<file path="config.mk">
export PLATFORM = sky130hd
export DESIGN_NAME = cache_control_directive_parser_top_flat
export DESIGN_NICKNAME = d
export VERILOG_FILES = /design/src/hdl/cc_dir_pkg.sv /design/src/hdl/cc_dir_if.sv /design/src/hdl/cache_control_directive_parser_top.sv /design/src/flat_wrapper.sv
export SDC_FILE = /design/constraint.sdc
export NUM_CORES = 1
export LEC_CHECK = 0
export ABC_AREA = 1
export BUFFER_PORTS_ARGS = -buffer_cell sky130_fd_sc_hd__clkbuf_2
export CORE_UTILIZATION = 55
export DETAILED_ROUTE_END_ITERATION = 7
export PLACE_DENSITY_LB_ADDON = 0.3
export SYNTH_ARGS = -nofsm -noshare
export SYNTH_HDL_FRONTEND = slang
export SYNTH_SLANG_ARGS = --single-unit
</file>
<file path="constraint.sdc">
create_clock -name i_clk -period 10.2 [get_ports i_clk]
set_input_delay 0.51 -clock i_clk [delete_from_list [all_inputs] [get_ports i_clk]]
set_output_delay 0.51 -clock i_clk [all_outputs]
set_load 0.01 [all_outputs]
</file>
<file path="src/hdl/cc_dir_pkg.sv">
`timescale 1ns / 1ps
`default_nettype none
// ----------------------------------------------------------------------------
// Cache-Control directive parser package
// Shared types and directive name tables for the parser and its channels.
// ----------------------------------------------------------------------------
package cc_dir_pkg;

    localparam int unsigned ACC_W   = 63;
    localparam int unsigned NAMES_N = 4;

    // Indexes of the known directive names.
    localparam logic [1:0] NAME_NO_STORE        = 2'd0;
    localparam logic [1:0] NAME_NO_CACHE        = 2'd1;
    localparam logic [1:0] NAME_MUST_REVALIDATE = 2'd2;
    localparam logic [1:0] NAME_MAX_AGE         = 2'd3;

    // Names are left-justified in 16 byte slots, zero padded.
    localparam logic [127:0] KNOWN_NAME [NAMES_N] = '{
        {"no-store", 64'h0},
        {"no-cache", 64'h0},
        {"must-revalidate", 8'h0},
        {"max-age", 72'h0}
    };
    localparam logic [3:0] KNOWN_LEN [NAMES_N] = '{4'd8, 4'd8, 4'd15, 4'd7};

    localparam logic [7:0] CH_SPACE = 8'h20;
    localparam logic [7:0] CH_TAB   = 8'h09;
    localparam logic [7:0] CH_COMMA = 8'h2c;
    localparam logic [7:0] CH_EQUAL = 8'h3d;
    localparam logic [7:0] CH_QUOTE = 8'h22;
    localparam logic [7:0] CH_ZERO  = 8'h30;
    localparam logic [7:0] CH_NINE  = 8'h39;
    localparam logic [7:0] CH_UP_A  = 8'h41;
    localparam logic [7:0] CH_UP_Z  = 8'h5a;
    localparam logic [7:0] CH_LOW   = 8'h20;
    localparam logic [7:0] CH_DEL   = 8'h7f;
    localparam logic [7:0] CASE_BIT = 8'h20;

    typedef enum logic [2:0] {
        PH_HEADER,
        PH_ITEM,
        PH_LEAD,
        PH_NAME,
        PH_VALUE
    } t_phase;

    typedef enum logic [2:0] {
        VP_PRE,
        VP_DIGITS,
        VP_QOPEN,
        VP_QDIGITS,
        VP_QCLOSED,
        VP_DONE,
        VP_BAD
    } t_vphase;

    typedef struct packed {
        t_phase             phase;
        logic [3:0]         name_pos;
        logic [3:0]         cand;
        logic               inner_space;
        logic               saw_equals;
        t_vphase            vphase;
        logic [ACC_W-1:0]   acc;
        logic [3:0]         flags;
        logic               error;
        logic               tab_pending;
    } t_state;

    typedef struct packed {
        logic       has_byte;
        logic [7:0] byte_value;
        logic       last;
    } t_in_req;

    typedef struct packed {
        logic             header_valid;
        logic             store_ban;
        logic             cache_ban;
        logic             reval_req;
        logic             age_present;
        logic [ACC_W-1:0] age_seconds;
    } t_out_req;

endpackage : cc_dir_pkg
`default_nettype wire

</file>
<file path="src/hdl/cc_dir_if.sv">
`timescale 1ns / 1ps
`default_nettype none
// ----------------------------------------------------------------------------
// Cache-Control parser channels
// Valid/ready channels for header bytes in and verdicts out.
// ----------------------------------------------------------------------------
interface cc_dir_in_if;
    logic       valid;
    logic       ready;
    logic       has_byte;
    logic [7:0] byte_value;
    logic       last;

    modport source (output valid, has_byte, byte_value, last, input ready);
    modport sink   (input valid, has_byte, byte_value, last, output ready);
endinterface : cc_dir_in_if

interface cc_dir_out_if;
    logic                         valid;
    logic                         ready;
    logic                         header_valid;
    logic                         store_ban;
    logic                         cache_ban;
    logic                         reval_req;
    logic                         age_present;
    logic [cc_dir_pkg::ACC_W-1:0] age_seconds;

    modport source (output valid, header_valid, store_ban, cache_ban, reval_req,
                    age_present, age_seconds, input ready);
    modport sink   (input valid, header_valid, store_ban, cache_ban, reval_req,
                    age_present, age_seconds, output ready);
endinterface : cc_dir_out_if
`default_nettype wire

</file>
<file path="src/hdl/cache_control_directive_parser_top.sv">
`timescale 1ns / 1ps
`default_nettype none
// ----------------------------------------------------------------------------
// Cache-Control directive parser
// Parses a Cache-Control header value byte by byte and emits one verdict
// per header with the directive flags and the max-age value.
// ----------------------------------------------------------------------------
//
//  Channel     Direction  Request payload
//  i_hdr       in         has_byte, byte_value[7:0], last
//  o_verdict   out        header_valid, store_ban, cache_ban, reval_req,
//                         age_present, age_seconds[62:0]
//
// One request is taken every cycle unless the input register stalls. A
// request first lands in an input register; as it moves on, one pass of
// logic updates the parser state and, for a request marked last, loads the
// verdict register, from which the verdict is offered.
// The input register only stalls when it holds a last request and the
// verdict register still holds an untaken verdict; other requests never wait.
// Reset (synchronous, active low) returns the parser to the start of a header.
//
module cache_control_directive_parser_top (
    input  wire            i_clk,
    input  wire            i_rst_n,
    cc_dir_in_if.sink      i_hdr,
    cc_dir_out_if.source   o_verdict
);
    import cc_dir_pkg::*;

    // ------------------------------------------------------------------
    // Helper functions, one per step of the byte grammar.
    // ------------------------------------------------------------------

    // State after reset and after each verdict.
    function automatic t_state reset_state();
        t_state s;
        s.phase       = PH_HEADER;
        s.name_pos    = '0;
        s.cand        = 4'hf;
        s.inner_space = 1'b0;
        s.saw_equals  = 1'b0;
        s.vphase      = VP_PRE;
        s.acc         = '0;
        s.flags       = '0;
        s.error       = 1'b0;
        s.tab_pending = 1'b0;
        return s;
    endfunction

    // A comma opens a fresh item; accumulator, flags and error persist.
    function automatic t_state start_item(t_state si);
        t_state s;
        s             = si;
        s.phase       = PH_ITEM;
        s.name_pos    = '0;
        s.cand        = 4'hf;
        s.inner_space = 1'b0;
        s.saw_equals  = 1'b0;
        s.vphase      = VP_PRE;
        s.tab_pending = 1'b0;
        return s;
    endfunction

    // Returns {found, index}; the lowest matching index wins.
    function automatic logic [2:0] match_name(logic [3:0] cand, logic [3:0] pos);
        logic [2:0] m;
        m = 3'b000;
        for (int i = NAMES_N - 1; i >= 0; i--) begin
            if (cand[i] && pos == KNOWN_LEN[i]) begin
                m = {1'b1, 2'(i)};
            end
        end
        return m;
    endfunction

    function automatic t_state name_char(t_state si, logic [7:0] bi);
        t_state     s;
        logic [7:0] b;
        logic [7:0] k;
        s = si;
        b = bi;
        if (s.inner_space) begin
            s.cand = '0;
        end
        if (b >= CH_UP_A && b <= CH_UP_Z) begin
            b = b | CASE_BIT;
        end
        for (int i = 0; i < NAMES_N; i++) begin
            k = KNOWN_NAME[i][{~s.name_pos, 3'b000} +: 8];
            if (s.name_pos >= KNOWN_LEN[i] || k != b) begin
                s.cand[i] = 1'b0;
            end
        end
        if (s.name_pos != 4'hf) begin
            s.name_pos = s.name_pos + 4'd1;
        end
        return s;
    endfunction

    function automatic t_state value_char(t_state si, logic [7:0] b);
        t_state          s;
        logic            blank;
        logic [ACC_W+3:0] wide;
        s     = si;
        blank = (b == CH_SPACE) || (b == CH_TAB);
        wide  = ({4'b0, s.acc} << 3) + ({4'b0, s.acc} << 1)
              + (ACC_W + 4)'(b - CH_ZERO);
        if (s.vphase == VP_BAD) begin
            return s;
        end
        if (blank) begin
            if (s.vphase == VP_DIGITS || s.vphase == VP_QCLOSED) begin
                s.vphase = VP_DONE;
            end else if (s.vphase == VP_QOPEN || s.vphase == VP_QDIGITS) begin
                s.vphase = VP_BAD;
            end
        end else if (b >= CH_ZERO && b <= CH_NINE) begin
            if (s.vphase == VP_PRE) begin
                s.vphase = VP_DIGITS;
            end else if (s.vphase == VP_QOPEN) begin
                s.vphase = VP_QDIGITS;
            end else if (s.vphase != VP_DIGITS && s.vphase != VP_QDIGITS) begin
                s.vphase = VP_BAD;
                return s;
            end
            // Value times ten plus the digit must stay within 63 bits.
            if (|wide[ACC_W+3:ACC_W]) begin
                s.vphase = VP_BAD;
            end else begin
                s.acc = wide[ACC_W-1:0];
            end
        end else if (b == CH_QUOTE) begin
            if (s.vphase == VP_PRE) begin
                s.vphase = VP_QOPEN;
            end else if (s.vphase == VP_QDIGITS) begin
                s.vphase = VP_QCLOSED;
            end else begin
                s.vphase = VP_BAD;
            end
        end else begin
            s.vphase = VP_BAD;
        end
        return s;
    endfunction

    function automatic t_state finish_item(t_state si);
        t_state     s;
        logic [2:0] m;
        s = si;
        m = match_name(s.cand, s.name_pos);
        if (m[2]) begin
            case (m[1:0])
                NAME_NO_STORE: begin
                    s.flags[NAME_NO_STORE] = 1'b1;
                end
                NAME_NO_CACHE: begin
                    s.flags[NAME_NO_CACHE] = 1'b1;
                end
                NAME_MUST_REVALIDATE: begin
                    s.flags[NAME_MUST_REVALIDATE] = 1'b1;
                end
                default: begin
                    if (!s.saw_equals || s.flags[NAME_MAX_AGE]) begin
                        s.error = 1'b1;
                    end else if (s.vphase == VP_DIGITS || s.vphase == VP_QCLOSED ||
                                 s.vphase == VP_DONE) begin
                        s.flags[NAME_MAX_AGE] = 1'b1;
                    end else begin
                        s.error = 1'b1;
                    end
                end
            endcase
        end
        return s;
    endfunction

    function automatic t_state take_byte(t_state si, logic [7:0] b);
        t_state     s;
        logic       blank;
        logic [2:0] m;
        s     = si;
        blank = (b == CH_SPACE) || (b == CH_TAB);
        m     = match_name(s.cand, s.name_pos);
        if (s.error) begin
            return s;
        end
        if (!blank && (b < CH_LOW || b >= CH_DEL)) begin
            s.error = 1'b1;
            return s;
        end
        // A tab inside an item may only be followed by blanks or the comma.
        if (!blank && s.tab_pending && b != CH_COMMA) begin
            s.error = 1'b1;
            return s;
        end
        case (s.phase)
            PH_HEADER, PH_ITEM, PH_LEAD: begin
                if (blank) begin
                    s.phase = PH_LEAD;
                end else if (b == CH_COMMA || b == CH_EQUAL) begin
                    s.error = 1'b1;
                end else begin
                    s.phase = PH_NAME;
                    s       = name_char(s, b);
                end
            end
            PH_NAME: begin
                if (blank) begin
                    s.inner_space = 1'b1;
                    if (b == CH_TAB) begin
                        s.tab_pending = 1'b1;
                    end
                end else if (b == CH_COMMA) begin
                    s = start_item(finish_item(s));
                end else if (b == CH_EQUAL) begin
                    if (m[2] && (m[1:0] == NAME_NO_STORE ||
                                 m[1:0] == NAME_MUST_REVALIDATE ||
                                 (m[1:0] == NAME_MAX_AGE && s.flags[NAME_MAX_AGE]))) begin
                        s.error = 1'b1;
                    end else begin
                        s.cand       = m[2] ? (4'b0001 << m[1:0]) : 4'b0000;
                        s.saw_equals = 1'b1;
                        s.phase      = PH_VALUE;
                        s.vphase     = VP_PRE;
                        if (m[2] && m[1:0] == NAME_MAX_AGE) begin
                            s.acc = '0;
                        end
                    end
                end else begin
                    s = name_char(s, b);
                end
            end
            default: begin
                if (b == CH_COMMA) begin
                    s = start_item(finish_item(s));
                end else begin
                    if (b == CH_TAB) begin
                        s.tab_pending = 1'b1;
                    end
                    // Only a max-age value is checked; other values are skipped.
                    if (s.cand == (4'b0001 << NAME_MAX_AGE)) begin
                        s = value_char(s, b);
                    end
                end
            end
        endcase
        return s;
    endfunction

    // ------------------------------------------------------------------
    // Input register and handshake.
    // ------------------------------------------------------------------
    logic     r_in_valid;
    logic     n_in_valid;
    t_in_req  r_in;
    t_state   r_state;
    t_state   n_state;
    logic     r_out_valid;
    logic     n_out_valid;
    t_out_req r_out;
    t_out_req n_out;
    logic     advance;
    logic     in_take;

    // The held request moves on unless it needs a verdict slot that is busy.
    assign advance     = r_in_valid &&
                         (!r_in.last || !r_out_valid || o_verdict.ready);
    assign i_hdr.ready = !r_in_valid || advance;
    assign in_take     = i_hdr.valid && i_hdr.ready;

    always_comb begin
        n_in_valid = in_take ? 1'b1 : (advance ? 1'b0 : r_in_valid);
    end

    always_ff @(posedge i_clk) begin
        if (!i_rst_n) begin
            r_in_valid <= 1'b0;
        end else begin
            r_in_valid <= n_in_valid;
        end
    end

    always_ff @(posedge i_clk) begin
        if (in_take) begin
            r_in.has_byte   <= i_hdr.has_byte;
            r_in.byte_value <= i_hdr.byte_value;
            r_in.last       <= i_hdr.last;
        end
    end

    // ------------------------------------------------------------------
    // Parser pass: one byte into the state, then the verdict on last.
    // ------------------------------------------------------------------
    always_comb begin
        t_state s;
        logic   ok;
        s = r_state;
        if (r_in.has_byte) begin
            s = take_byte(s, r_in.byte_value);
        end
        if (!s.error) begin
            if (s.phase == PH_LEAD) begin
                // An all-blank item at the end of the header.
                s.error = r_in.last;
            end else if (r_in.last && (s.phase == PH_NAME || s.phase == PH_VALUE)) begin
                s = finish_item(s);
            end
        end
        ok                    = !s.error;
        n_out.header_valid    = ok;
        n_out.store_ban       = ok && s.flags[NAME_NO_STORE];
        n_out.cache_ban       = ok && s.flags[NAME_NO_CACHE];
        n_out.reval_req       = ok && s.flags[NAME_MUST_REVALIDATE];
        n_out.age_present     = ok && s.flags[NAME_MAX_AGE];
        n_out.age_seconds     = (ok && s.flags[NAME_MAX_AGE]) ? s.acc : '0;
        if (!advance) begin
            n_state = r_state;
        end else if (r_in.last) begin
            n_state = reset_state();
        end else begin
            n_state = s;
        end
    end

    always_ff @(posedge i_clk) begin
        if (!i_rst_n) begin
            r_state <= reset_state();
        end else begin
            r_state <= n_state;
        end
    end

    // ------------------------------------------------------------------
    // Verdict register.
    // ------------------------------------------------------------------
    always_comb begin
        n_out_valid = r_out_valid;
        if (r_out_valid && o_verdict.ready) begin
            n_out_valid = 1'b0;
        end
        if (advance && r_in.last) begin
            n_out_valid = 1'b1;
        end
    end

    always_ff @(posedge i_clk) begin
        if (!i_rst_n) begin
            r_out_valid <= 1'b0;
        end else begin
            r_out_valid <= n_out_valid;
        end
    end

    always_ff @(posedge i_clk) begin
        if (advance && r_in.last) begin
            r_out <= n_out;
        end
    end

    assign o_verdict.valid        = r_out_valid;
    assign o_verdict.header_valid = r_out.header_valid;
    assign o_verdict.store_ban    = r_out.store_ban;
    assign o_verdict.cache_ban    = r_out.cache_ban;
    assign o_verdict.reval_req    = r_out.reval_req;
    assign o_verdict.age_present  = r_out.age_present;
    assign o_verdict.age_seconds  = r_out.age_seconds;

endmodule : cache_control_directive_parser_top
`default_nettype wire

</file>
<file path="src/flat_wrapper.sv">
// flat-port wrapper written by rule: the top's interface ports become plain ports
module cache_control_directive_parser_top_flat import cc_dir_pkg::*;
  (i_clk, i_rst_n, i_hdr_valid, i_hdr_has_byte, i_hdr_byte_value, i_hdr_last, i_hdr_ready, o_verdict_valid, o_verdict_header_valid, o_verdict_store_ban, o_verdict_cache_ban, o_verdict_reval_req, o_verdict_age_present, o_verdict_age_seconds, o_verdict_ready);
  cc_dir_in_if i_hdr_i ();
  cc_dir_out_if o_verdict_i ();
  input  wire i_clk;
  input  wire i_rst_n;
  input wire logic [$bits(i_hdr_i.valid)-1:0] i_hdr_valid;
  input wire logic [$bits(i_hdr_i.has_byte)-1:0] i_hdr_has_byte;
  input wire logic [$bits(i_hdr_i.byte_value)-1:0] i_hdr_byte_value;
  input wire logic [$bits(i_hdr_i.last)-1:0] i_hdr_last;
  output wire logic [$bits(i_hdr_i.ready)-1:0] i_hdr_ready;
  output wire logic [$bits(o_verdict_i.valid)-1:0] o_verdict_valid;
  output wire logic [$bits(o_verdict_i.header_valid)-1:0] o_verdict_header_valid;
  output wire logic [$bits(o_verdict_i.store_ban)-1:0] o_verdict_store_ban;
  output wire logic [$bits(o_verdict_i.cache_ban)-1:0] o_verdict_cache_ban;
  output wire logic [$bits(o_verdict_i.reval_req)-1:0] o_verdict_reval_req;
  output wire logic [$bits(o_verdict_i.age_present)-1:0] o_verdict_age_present;
  output wire logic [$bits(o_verdict_i.age_seconds)-1:0] o_verdict_age_seconds;
  input wire logic [$bits(o_verdict_i.ready)-1:0] o_verdict_ready;
  assign i_hdr_i.valid = i_hdr_valid;
  assign i_hdr_i.has_byte = i_hdr_has_byte;
  assign i_hdr_i.byte_value = i_hdr_byte_value;
  assign i_hdr_i.last = i_hdr_last;
  assign i_hdr_ready = i_hdr_i.ready;
  assign o_verdict_valid = o_verdict_i.valid;
  assign o_verdict_header_valid = o_verdict_i.header_valid;
  assign o_verdict_store_ban = o_verdict_i.store_ban;
  assign o_verdict_cache_ban = o_verdict_i.cache_ban;
  assign o_verdict_reval_req = o_verdict_i.reval_req;
  assign o_verdict_age_present = o_verdict_i.age_present;
  assign o_verdict_age_seconds = o_verdict_i.age_seconds;
  assign o_verdict_i.ready = o_verdict_ready;
  cache_control_directive_parser_top u_core (.i_clk(i_clk), .i_rst_n(i_rst_n), .i_hdr(i_hdr_i), .o_verdict(o_verdict_i));
endmodule
</file>
After elaboration in Yosys (flattened, before gate mapping)
Cells that the tools add are included.
{"block": "op_classes", "n_addsub": 4, "n_lt_le_gt_ge": 9, "eq_ne": 47, "n_shift": 5, "mux": 184, "bitwise": 1, "n_reduce_logical": 71}
{"op": "85-bit two-way mux", "n": 19}
{"op": "128-bit by 8-bit variable part select with 8-bit output (first input constant)", "n": 4}
{"op": "63-bit two-way mux", "n": 4}
{"op": "85-bit one-hot mux with 2 select lines", "n": 1}
{"op": "67-bit two-way mux", "n": 2}
{"op": "8-bit two-way mux", "n": 15}
{"op": "3-bit two-way mux", "n": 38}
{"op": "1-bit two-way mux", "n": 86}
{"op": "83-bit two-way mux", "n": 1}
{"op": "82-bit two-way mux", "n": 1}
{"op": "72-bit two-way mux", "n": 1}
{"op": "66-bit by 64-bit adder with 67-bit output", "n": 1}
{"op": "67-bit adder", "n": 1}
{"op": "66-bit two-way mux", "n": 1}
{"op": "8-bit inequality test", "n": 8}
{"op": "8-bit by 6-bit == test with 1-bit output (second input constant)", "n": 4}
{"op": "4-bit two-way mux", "n": 7}
{"op": "1-bit logical AND", "n": 26}
{"op": "1-bit logical OR", "n": 24}
{"op": "4-bit == test (second input constant)", "n": 5}
{"op": "3-bit by 2-bit == test with 1-bit output (second input constant)", "n": 6}
{"op": "3-bit == test (second input constant)", "n": 6}
{"op": "6-bit two-way mux", "n": 3}
{"op": "8-bit by 7-bit greater-or-equal comparator with 1-bit output (second input constant)", "n": 2}
{"op": "other kinds (28)", "n": 55}
{"block": "word_totals", "ff_bits": 165, "inputBits": 14, "output_inout_bits": 70, "wordCells": 342}

Depth between registers and ports, before layout
Gate-level depths: netlist (run 1).
{"block": "depth", "depth_word": 60, "ltp_mapped": 33, "ltp_nobuf": 31}

Worst setup path after synthesis (run 1)
No wires, ideal clock.
{"block": "synth_timing", "path_type": "register to register", "start": "reg u_core.r_in[5] in the netlist's numbering", "end": "reg u_core.r_out (netlist bit u_core.o_verdict.age_seconds[32]) (data pin)", "setup_time_ns": 0.252, "arrival_ns": 7.246, "t_required_ns": 9.948, "setup_slack_ns": 2.702, "path_stages_with_launch": 31, "path_buffers": 2, "synth_period_minus_slack_ns": 7.498, "cell_sequence": "edfxtp_1 -> ha_1 -> nor2_1 -> inv_1 -> fa_1 -> inv_1 -> ha_1 -> nand2_1 -> inv_1 -> a21oi_1 -> nand2_1 -> nand2_1 -> nand2_1 -> nand2_1 -> nand2_1 -> nand2_1 -> nand2_1 -> nand2_1 -> nand2_1 -> nor2_1 -> nand2_1 -> inv_1 -> nand3_2 -> buf_2 -> buf_2 -> a21oi_1 -> o21ai_0 -> nand2_1 -> o21ai_0 -> inv_1 -> nor2_2"}
{"block": "synth_between", "elab_chain_cells": 39, "word_cells_on_any_way": 170, "cone_classes": "add/sub: 2; order compare: 6; eq/ne: 25; mux: 105; reduce/logical: 32"}
{"item": "from (decl)", "line": "cache_control_directive_parser_top.sv:255", "text": "t_in_req r_in;"}
{"item": "8-bit by 7-bit greater-or-equal comparator with 1-bit output (tied with other cells)", "line": "cache_control_directive_parser_top.sv:85", "text": "if (b >= CH_UP_A && b <= CH_UP_Z) begin"}
{"item": "1-bit logical AND, on equally long branches", "line": "cache_control_directive_parser_top.sv:85, cache_control_directive_parser_top.sv:117"}
{"item": "6-bit two-way mux / 1-bit two-way mux (equally long branches)", "line": "cache_control_directive_parser_top.sv:85, cache_control_directive_parser_top.sv:117"}
{"item": "8-bit two-way mux / 1-bit two-way mux (equally long branches)", "line": "cache_control_directive_parser_top.sv:215, cache_control_directive_parser_top.sv:111"}
{"item": "8-bit two-way mux / 1-bit two-way mux (equally long branches)", "line": "cache_control_directive_parser_top.sv:213, cache_control_directive_parser_top.sv:111"}
{"item": "8-bit two-way mux / 1-bit two-way mux (equally long branches)", "line": "cache_control_directive_parser_top.sv:208, cache_control_directive_parser_top.sv:241"}
{"item": "8-bit two-way mux / 1-bit two-way mux (equally long branches)", "line": "cache_control_directive_parser_top.sv:196, cache_control_directive_parser_top.sv:234"}
{"item": "8-bit two-way mux / 1-bit two-way mux (equally long branches)", "line": "cache_control_directive_parser_top.sv:196", "text": "case (s.phase)"}
{"item": "[23 not listed]"}
{"item": "3-bit OR reduction (no line)"}
{"item": "1-bit two-way mux", "line": "cache_control_directive_parser_top.sv:152", "text": "case (m[1:0])"}
{"item": "5-bit two-way mux", "line": "cache_control_directive_parser_top.sv:151", "text": "if (m[2]) begin"}
{"item": "6-bit two-way mux", "line": "cache_control_directive_parser_top.sv:305", "text": "end else if (r_in.last && (s.phase == PH_NAME || s.phase == PH_VALUE)) begin"}
{"item": "1-bit two-way mux", "line": "cache_control_directive_parser_top.sv:302", "text": "if (s.phase == PH_LEAD) begin"}
{"item": "6-bit two-way mux", "line": "cache_control_directive_parser_top.sv:301", "text": "if (!s.error) begin"}
{"item": "1-bit logical NOT", "line": "cache_control_directive_parser_top.sv:309", "text": "ok = !s.error;"}
{"item": "1-bit logical AND", "line": "cache_control_directive_parser_top.sv:315", "text": "n_out.age_seconds = (ok && s.flags[NAME_MAX_AGE]) ? s.acc : '0;"}
{"item": "to (signal assigned)", "line": "cache_control_directive_parser_top.sv:356", "text": "r_out <= n_out;"}
{"item": "to (decl)", "line": "cache_control_directive_parser_top.sv:260", "text": "t_out_req r_out;"}
Mark *: on every way between the ends. The rest lies on a longest branch, timed or not. The select of a mux whose other input is x is not followed.
A chain may end at the register's enable or synchronous reset.

Worst setup path in the final report (run 1)
{"block": "layout_timing", "start": "reg u_core.r_in[5] in the netlist's numbering", "end": "reg u_core.r_out (netlist bit u_core.o_verdict.age_seconds[57]) (data pin)"}
The elaborated chain is that of the path after synthesis.

==> results of run 1 <==
==> metal layers <==
layer / wire length, um / up-vias / global-route usage, %
met4: 891 / 0 / 10.6
met2: 20800 / 560 / 52.0
met1: 21700 / 7338 / 46.6
li1: - / 7832 / -
met5: 0 / - / 0
met3: 3040 / 67 / 4.19
==> cell usage in the layout (no fill, tap or decap), drive strengths merged <==
cell type / netlist / layout
a211oi: 4 / 4
a21boi: 2 / 2
a21o: 8 / 8
a21oi: 294 / 294
a22o: 1 / 1
a2bb2oi: 2 / 2
a31o: 3 / 3
a31oi: 15 / 15
a41oi: 3 / 3
and2: 3 / 3
buf: 31 / 12
bufinv: 0 / 5
clkbuf: 54 / 100
clkinv: 3 / 6
clkinvlp: 0 / 2
dfxtp: 87 / 87
edfxtp: 78 / 78
fa: 62 / 62
ha: 83 / 83
inv: 337 / 342
nand2: 701 / 701
nand3: 66 / 66
nand3b: 2 / 2
nand4: 15 / 15
nor2: 232 / 232
nor3: 35 / 35
nor3b: 1 / 1
nor4: 7 / 7
o2111ai: 1 / 1
o211ai: 20 / 20
o21a: 1 / 1
o21ai: 173 / 173
o21bai: 6 / 6
o221ai: 2 / 2
o22ai: 2 / 2
o311ai: 2 / 2
o31ai: 4 / 4
or2: 6 / 6
xnor2: 28 / 28
xor2: 28 / 28
==> state kept, by name (all words and copies together), names as in the netlist <==
| signal | count |
|---|---|
| u_core.r_state | 85 |
| u_core.o_verdict.age_seconds | 63 |
| u_core.r_in | 10 |
| u_core.o_verdict.age_present | 1 |
| u_core.o_verdict.cache_ban | 1 |
| u_core.o_verdict.header_valid | 1 |
| u_core.o_verdict.reval_req | 1 |
| u_core.o_verdict.store_ban | 1 |
| u_core.o_verdict.valid | 1 |
| u_core.r_in_valid | 1 |
==> power by group through the flow <==
| stage | Combinational (mW) | Sequential [mW] | Clock, mW |
|---|---|---|---|
| global placement | 0.165 | 0.727 | 0 |
| CTS | 0.168 | 0.712 | 0.768 |
| detailed placement | 0.168 | 0.727 | 0 |
| global route | 0.188 | 0.713 | 0.786 |
| floorplan | 0.116 | 0.726 | 0 |
| finish | 0.169 | 0.712 | 0.760 |
==> critical path, delay by kind of cell (launching register included) <==
family	cells	cell delay (ns)
AOI/OAI and AO/OA	1	0.14
adders and majority gates	3	1.17
buffers and inverters	5	1.47
DFF	1	0.48
and+or+nand+nor	23	3.08
==> kinds of logic after synthesis <==
| family | Yosys count | synth area share, % |
|---|---|---|
| adder cells (fa/ha/maj) | 145 | 14.3 |
| flip-flops | 165 | 25.7 |
| XOR/XNOR | 56 | 3.09 |
| AND/OR/NAND/NOR | 1068 | 27.9 |
| buffers and inverters | 425 | 10.6 |
| AO/OA/AOI/OAI | 543 | 18.4 |
==> area by class of cell <==
type | instances | area (um^2) | share of cell area (%)
Multi-Input combinational cell | 1812 | 10100 | 59.1
Clock buffer | 17 | 425 | 2.48
Timing Repair Buffer | 95 | 505 | 2.95
Sequential cell | 165 | 4080 | 23.8
Inverter | 340 | 1280 | 7.47
Clock inverter | 15 | 236 | 1.38
Tap cell | 378 | 473 | 2.76
==> worst paths after layout <==
kind                                  start                                        endpoint  cells after the start  slack (ns)
max                u_core.r_in[5]$_DFFE_PP_  u_core.o_verdict.age_seconds[57]$_SDFFCE_PN0P_                     32        3.51
max reg2reg        u_core.r_in[5]$_DFFE_PP_  u_core.o_verdict.age_seconds[57]$_SDFFCE_PN0P_                     32        3.51
min                              i_hdr_last                        u_core.r_in[0]$_DFFE_PP_                      1        0.21
min reg2reg  u_core.r_state[2]$_SDFFE_PN0P_                  u_core.r_state[2]$_SDFFE_PN0P_                      2        0.47
==> stage by stage <==
step                util, %  total power [mW]  setup slack [ns]
global route           61.0              1.69              2.89
floorplan                 -             0.842              2.70
CTS                    61.0              1.65              3.48
global placement       58.7             0.891              3.76
finish                 61.0              1.64              3.51
detailed placement     58.7             0.894              3.44
==> results by group, run 1 <==
Logic synthesis
  – Sequential area share after synthesis: 25.7%
  – Mapped Cells: about 2400
  – Dominant cells by area after synthesis: nand2_1 16%, edfxtp_1 15%, dfxtp_1 11%
  – Synth top cells by count: 695 x nand2_1, 328 x inv_1, 294 x a21oi_1
  – Ys Warns: 0
  – Post-synth EDFFs: a little under 80
  – Post-Synthesis Cell Area: about 16000 um^2
  – Area leader, netlist: nand2_1
  – Most common cell in the netlist: nand2_1
  – Seq cells post-synth: 165
  – Synthesized Nets: approximately 2600
  – Post-Syn Area per Cell: approximately 6.6 um^2
  – Synth unique cells: 54
  – Top FF cell, synth: dfxtp_1
  – Synth async-reset ratio: 0%
  – Yosys top cell area share: roughly 16%

STA
  – Minimum clock period: 6.69 ns
  – Final hold slack: between 0.2 and 0.25 ns
  – RSZ-0062 raised after global routing: false
  – Slew Limit Fails: 0
  – Number of endpoints failing setup at the final stage: 0
  – Final Hold Vio Count: 0
  – Crit share post-route: 65.6%
  – Layout Skew: 0.0113 ns
  – TNS Setup: 0 ns
  – Worst slew margin: 30.5%
  – Worst-Margin Slew: approximately 1.0 ns
  – F_max: about 0.15 GHz

Power and ir drop
  – Comb pwr share: about a tenth
  – Cell Int Power: between 1 and 1.5 mW
  – Static leakage: around 7.5 nW
  – Sw frac: a little over a quarter
  – Clk network pwr share: a little under half
  – Power per cell area: 95.7 nW/um^2
  – Peak VDD IR: 0.0000988 V
  – Flop pwr share: between 40% and 50%
  – Switching pwr: 450 uW

Drt
  – DR vias/cell: ~5.6
  – Post-DR wirelength/cell: approximately 16 um
  – DRT Pass-1 Iters: 6
  – Final ANT Viol Nets: 0
  – DRC errors left: 0
  – Final WL: between 40 and 50 mm
  – DR iter-0 viols: 1418
  – DR vias: between 15000 and 20000

Clock network
  – Clk_lat worst skew: between 0.4 and 0.5 ns
  – Post-CTS Setup Bufs: 0
  – Number of gates resized after cts: 0
  – TritonCTS clock tree: yes
  – Num CTS Buffers: 17
  – Cts hold-fix bufs: 0
  – CTS clk-pin slew, worst paths: about 0.070 ns
  – CTS sink count: 165
  – H-tree level count: 4
  – Clock tree buffer depth: 2
  – CTS root buf: clkbuf_16

Global routing
  – First-pass GRT wire length: ~77 mm
  – Largest net degree at the start of global routing: a little under 90
  – Initial antenna violation count: 0
  – All-Layer GR Usage: 33.0%
  – Vias in the first global route: approximately 15000
  – Total grt overflow: 0

Die
  – Num rows: just over 60
  – Die H: around 170 um
  – Die W: 172 um
  – Core area: ~28000 um^2
  – Starting Density: 56.6%
  – Die area: ~30000 um^2
  – I/O pin count: between 80 and 90

Run status
  – Status: completed

Final layout
  – FILL cells: 2685
  – Fin cells: 2822
  – Area Overhead vs Synth: 7.87%
  – N_diodes: 0
  – # nets final: roughly 2600
  – Fraction of layout cells with a size suffix above 1: ~8.6%
  – Final Cell Area: between 15000 and 20000 um^2

Worst setup path
  – Maximum fanout along the worst path: 39
  – Critical path type: reg -> reg
  – WP data required: a little over 10 ns
  – Max stage delay on crit path: about 0.84 ns
  – Setup crit start kind: register
  – CP dominant cell by count: nand2_1
  – Worst Setup End Kind: register
  – Slowest stage cell, crit path: nor2_4
  – Worst Path Arrival: just under 7 ns

Placed design
  – Dpl hpwl: between 30 and 40 mm
  – Dpl cells: 2790
  – Input/output buffers: between 80 and 90
  – Placer Congestion: ~0.96
  – Area after DPL: 16500 um^2

Worst hold path
  – Hold Path Class: in -> reg

Job
  – MaxCap Viol Count: 0
No activity file was read; power rests on OpenSTA's default activity.
==> inputs of run 2 (changes only) <==
Clock period 10.2 ns to 7 ns, I/O delays scaled along.
==> run 2 against run 1 <==
Effect of this change: combinational power rose by 45%; die area did not move; utilization down 0.053 points; via count barely moved; first-iteration DRC count grew 11%; fmax up 12%; setup slack worse by 2.5 ns; sequential power rose by 46%; sequential share of layout area about the same; clock-buffer cell count increased by 1; power is 40% higher.
==> results by group, run 2 (synthesis results as in run 1) <==
STA
  – Crit share post-route: between 80 and 90%
  – Number of endpoints failing setup at the final stage: 0
  – Minimum clock period: slightly below 6 ns
  – Worst slew margin: around a third
  – RSZ-0062 raised after global routing: false
  – Slew Limit Fails: 0
  – Final Hold Vio Count: 0
  – Worst-Margin Slew: slightly below 1 ns
  – F_max: 0.168 GHz
  – Layout Skew: between 0.01 and 0.015 ns
  – TNS Setup: 0 ns

Clock network
  – Number of gates resized after cts: 0
  – CTS root buf: clkbuf_16
  – TritonCTS clock tree: yes
  – Num CTS Buffers: 17
  – Cts hold-fix bufs: 0
  – CTS clk-pin slew, worst paths: 0.07 ns
  – Clk_lat worst skew: 0.48 ns
  – Post-CTS Setup Bufs: 0
  – Clock tree buffer depth: 2
  – H-tree level count: 4
  – CTS sink count: 165

Worst setup path
  – RR Endpoint: u_core.o_verdict.age_seconds[32]$_SDFFCE_PN0P_
  – Internal reg-to-reg setup slack: a little over 1 ns
  – Critical path type: reg -> reg
  – R2R depth: 26
  – Worst Setup End Kind: register
  – Maximum fanout along the worst path: 43
  – Setup crit start kind: register
  – WP data required: 7.33 ns
  – Reg2reg start: u_core.r_in[5]$_DFFE_PP_
  – Worst Path Arrival: 6.29 ns

Die
  – Die W: around 170 um
  – Die area: just under 30000 um^2
  – Die H: around 170 um
  – I/O pin count: between 80 and 90
  – Core area: 28100 um^2
  – Num rows: 61
  – Starting Density: a little under three fifths

Drt
  – Post-DR wirelength/cell: roughly 16 um
  – DRT Pass-1 Iters: 6
  – DRC errors left: 0
  – DR vias/cell: 5.59
  – Final ANT Viol Nets: 0
  – DR vias: around 16000
  – Final WL: approximately 45 mm
  – DR iter-0 viols: between 1500 and 2000

Placed design
  – Dpl hpwl: between 30 and 40 mm
  – Area after DPL: 16500 um^2
  – Input/output buffers: 83
  – Placer Congestion: ~0.95

Power and ir drop
  – Peak VDD IR: 0.000166 V
  – Static leakage: ~7.5 nW
  – Power per cell area: between 100 and 150 nW/um^2

Final layout
  – Fraction of layout cells with a size suffix above 1: 8.86%
  – Most common cell after layout, fill and taps aside: nand2_1
  – Final Cell Area: approximately 17000 um^2
  – Biggest register: u_core.r_state
  – Max FFs per register: 85
  – Most frequent cells in the layout: 695 x nand2_1, 325 x inv_1, 294 x a21oi_1
  – FILL cells: 2716
  – Area Overhead vs Synth: 7.77%
  – N_diodes: 0
  – # nets final: 2596

Global routing
  – Initial antenna violation count: 1
  – Largest net degree at the start of global routing: approximately 80
  – Vias in the first global route: around 15000
  – First-pass GRT wire length: ~74 mm
  – Total grt overflow: 0
  – All-Layer GR Usage: around a third

Run status
  – Status: completed

Worst hold path
  – Min-delay src: i_hdr_byte_value[0]
  – Hold Path Depth: 1
  – Hold Path Class: in -> reg
  – Worst hold endpoint: u_core.r_in[1]$_DFFE_PP_

Job
  – MaxCap Viol Count: 0
==> run 2: cell types whose count changed in the layout (fill, tap and decap cells not counted) <==
cell / change
buf_4: +6
clkbuf_8: +1
clkinv_4: +3
clkinvlp_4: -2
bufinv_16: -3
clkinv_2: +1
==> run 2: worst max path at each step <==
stage | endpoint | start | cells past startpoint
4_1_cts | u_core.o_verdict.age_seconds[41]$_SDFFCE_PN0P_ | u_core.r_in[5]$_DFFE_PP_ | 26
2_1_floorplan | u_core.o_verdict.age_seconds[32]$_SDFFCE_PN0P_ | u_core.r_in[5]$_DFFE_PP_ | 30
3_3_place_gp | u_core.o_verdict.age_seconds[17]$_SDFFCE_PN0P_ | u_core.r_in[5]$_DFFE_PP_ | 26
6_report | u_core.o_verdict.age_seconds[32]$_SDFFCE_PN0P_ | u_core.r_in[5]$_DFFE_PP_ | 26
5_1_grt | u_core.o_verdict.age_seconds[32]$_SDFFCE_PN0P_ | u_core.r_in[8]$_DFFE_PP_ | 29
3_5_place_dp | u_core.o_verdict.age_seconds[41]$_SDFFCE_PN0P_ | u_core.r_in[5]$_DFFE_PP_ | 26
==> run 2: per-stage QoR <==
step	utilization, %	power, mW	setup slack, ns	hold WS [ns]	std cells
floorplan	-	1.23	0.839	0.442	2402
global placement	58.8	1.29	1.35	0.452	2796
detailed placement	58.8	1.30	1.10	0.462	2796
CTS	61.0	2.29	1.08	0.0402	2828
global route	61.0	2.36	0.595	0.0449	2828
finish	61.0	2.29	1.03	0.0469	2828
==> run 2: worst max-delay path, cell delays in order, from the launching register on <==
cell	delay [ns]
edfxtp_1	0.48
ha_1	0.34
nor2_4	0.28
buf_4	0.45
fa_1	0.50
ha_1	0.40
nand2_1	0.17
nor3_1	0.20
nand2_1	0.08
nand2_1	0.16
nand2_1	0.07
nand2_1	0.22
nand2_1	0.12
nand3_1	0.08
nand2_1	0.05
nor2_1	0.15
nand3_1	0.09
nand2_1	0.07
nand2_1	0.05
nand2_1	0.06
nand2_1	0.05
a21oi_1	0.22
nand3b_1	0.12
nand2_1	0.13
nand3_4	0.61
buf_4	0.51
nor2_2	0.12
==> run 2: power by group <==
| group | internal, mW | switching, mW | leakage (nW) |
|---|---|---|---|
| Combinational | 0.0716 | 0.173 | 5.78 |
| Sequential | 1.02 | 0.0152 | 1.44 |
| Clock | 0.545 | 0.463 | 0.300 |
==> run 2: metal layers <==
layer	up-vias	routed length [um]	global-route usage (%)
li1	7842	-	-
met1	7285	20700	43.2
met2	592	20400	51.0
met3	83	3010	5.01
met4	2	1180	11.8
met5	-	19	0
==> run 2: final cells by class <==
class	instances	area, um^2	area share [%]
Multi-Input combinational cell	1812	10100	59.2
Sequential cell	165	4080	23.8
Inverter	340	1280	7.47
Timing Repair Buffer	101	551	3.21
Tap cell	378	473	2.76
Clock buffer	18	439	2.56
Clock inverter	14	163	0.950
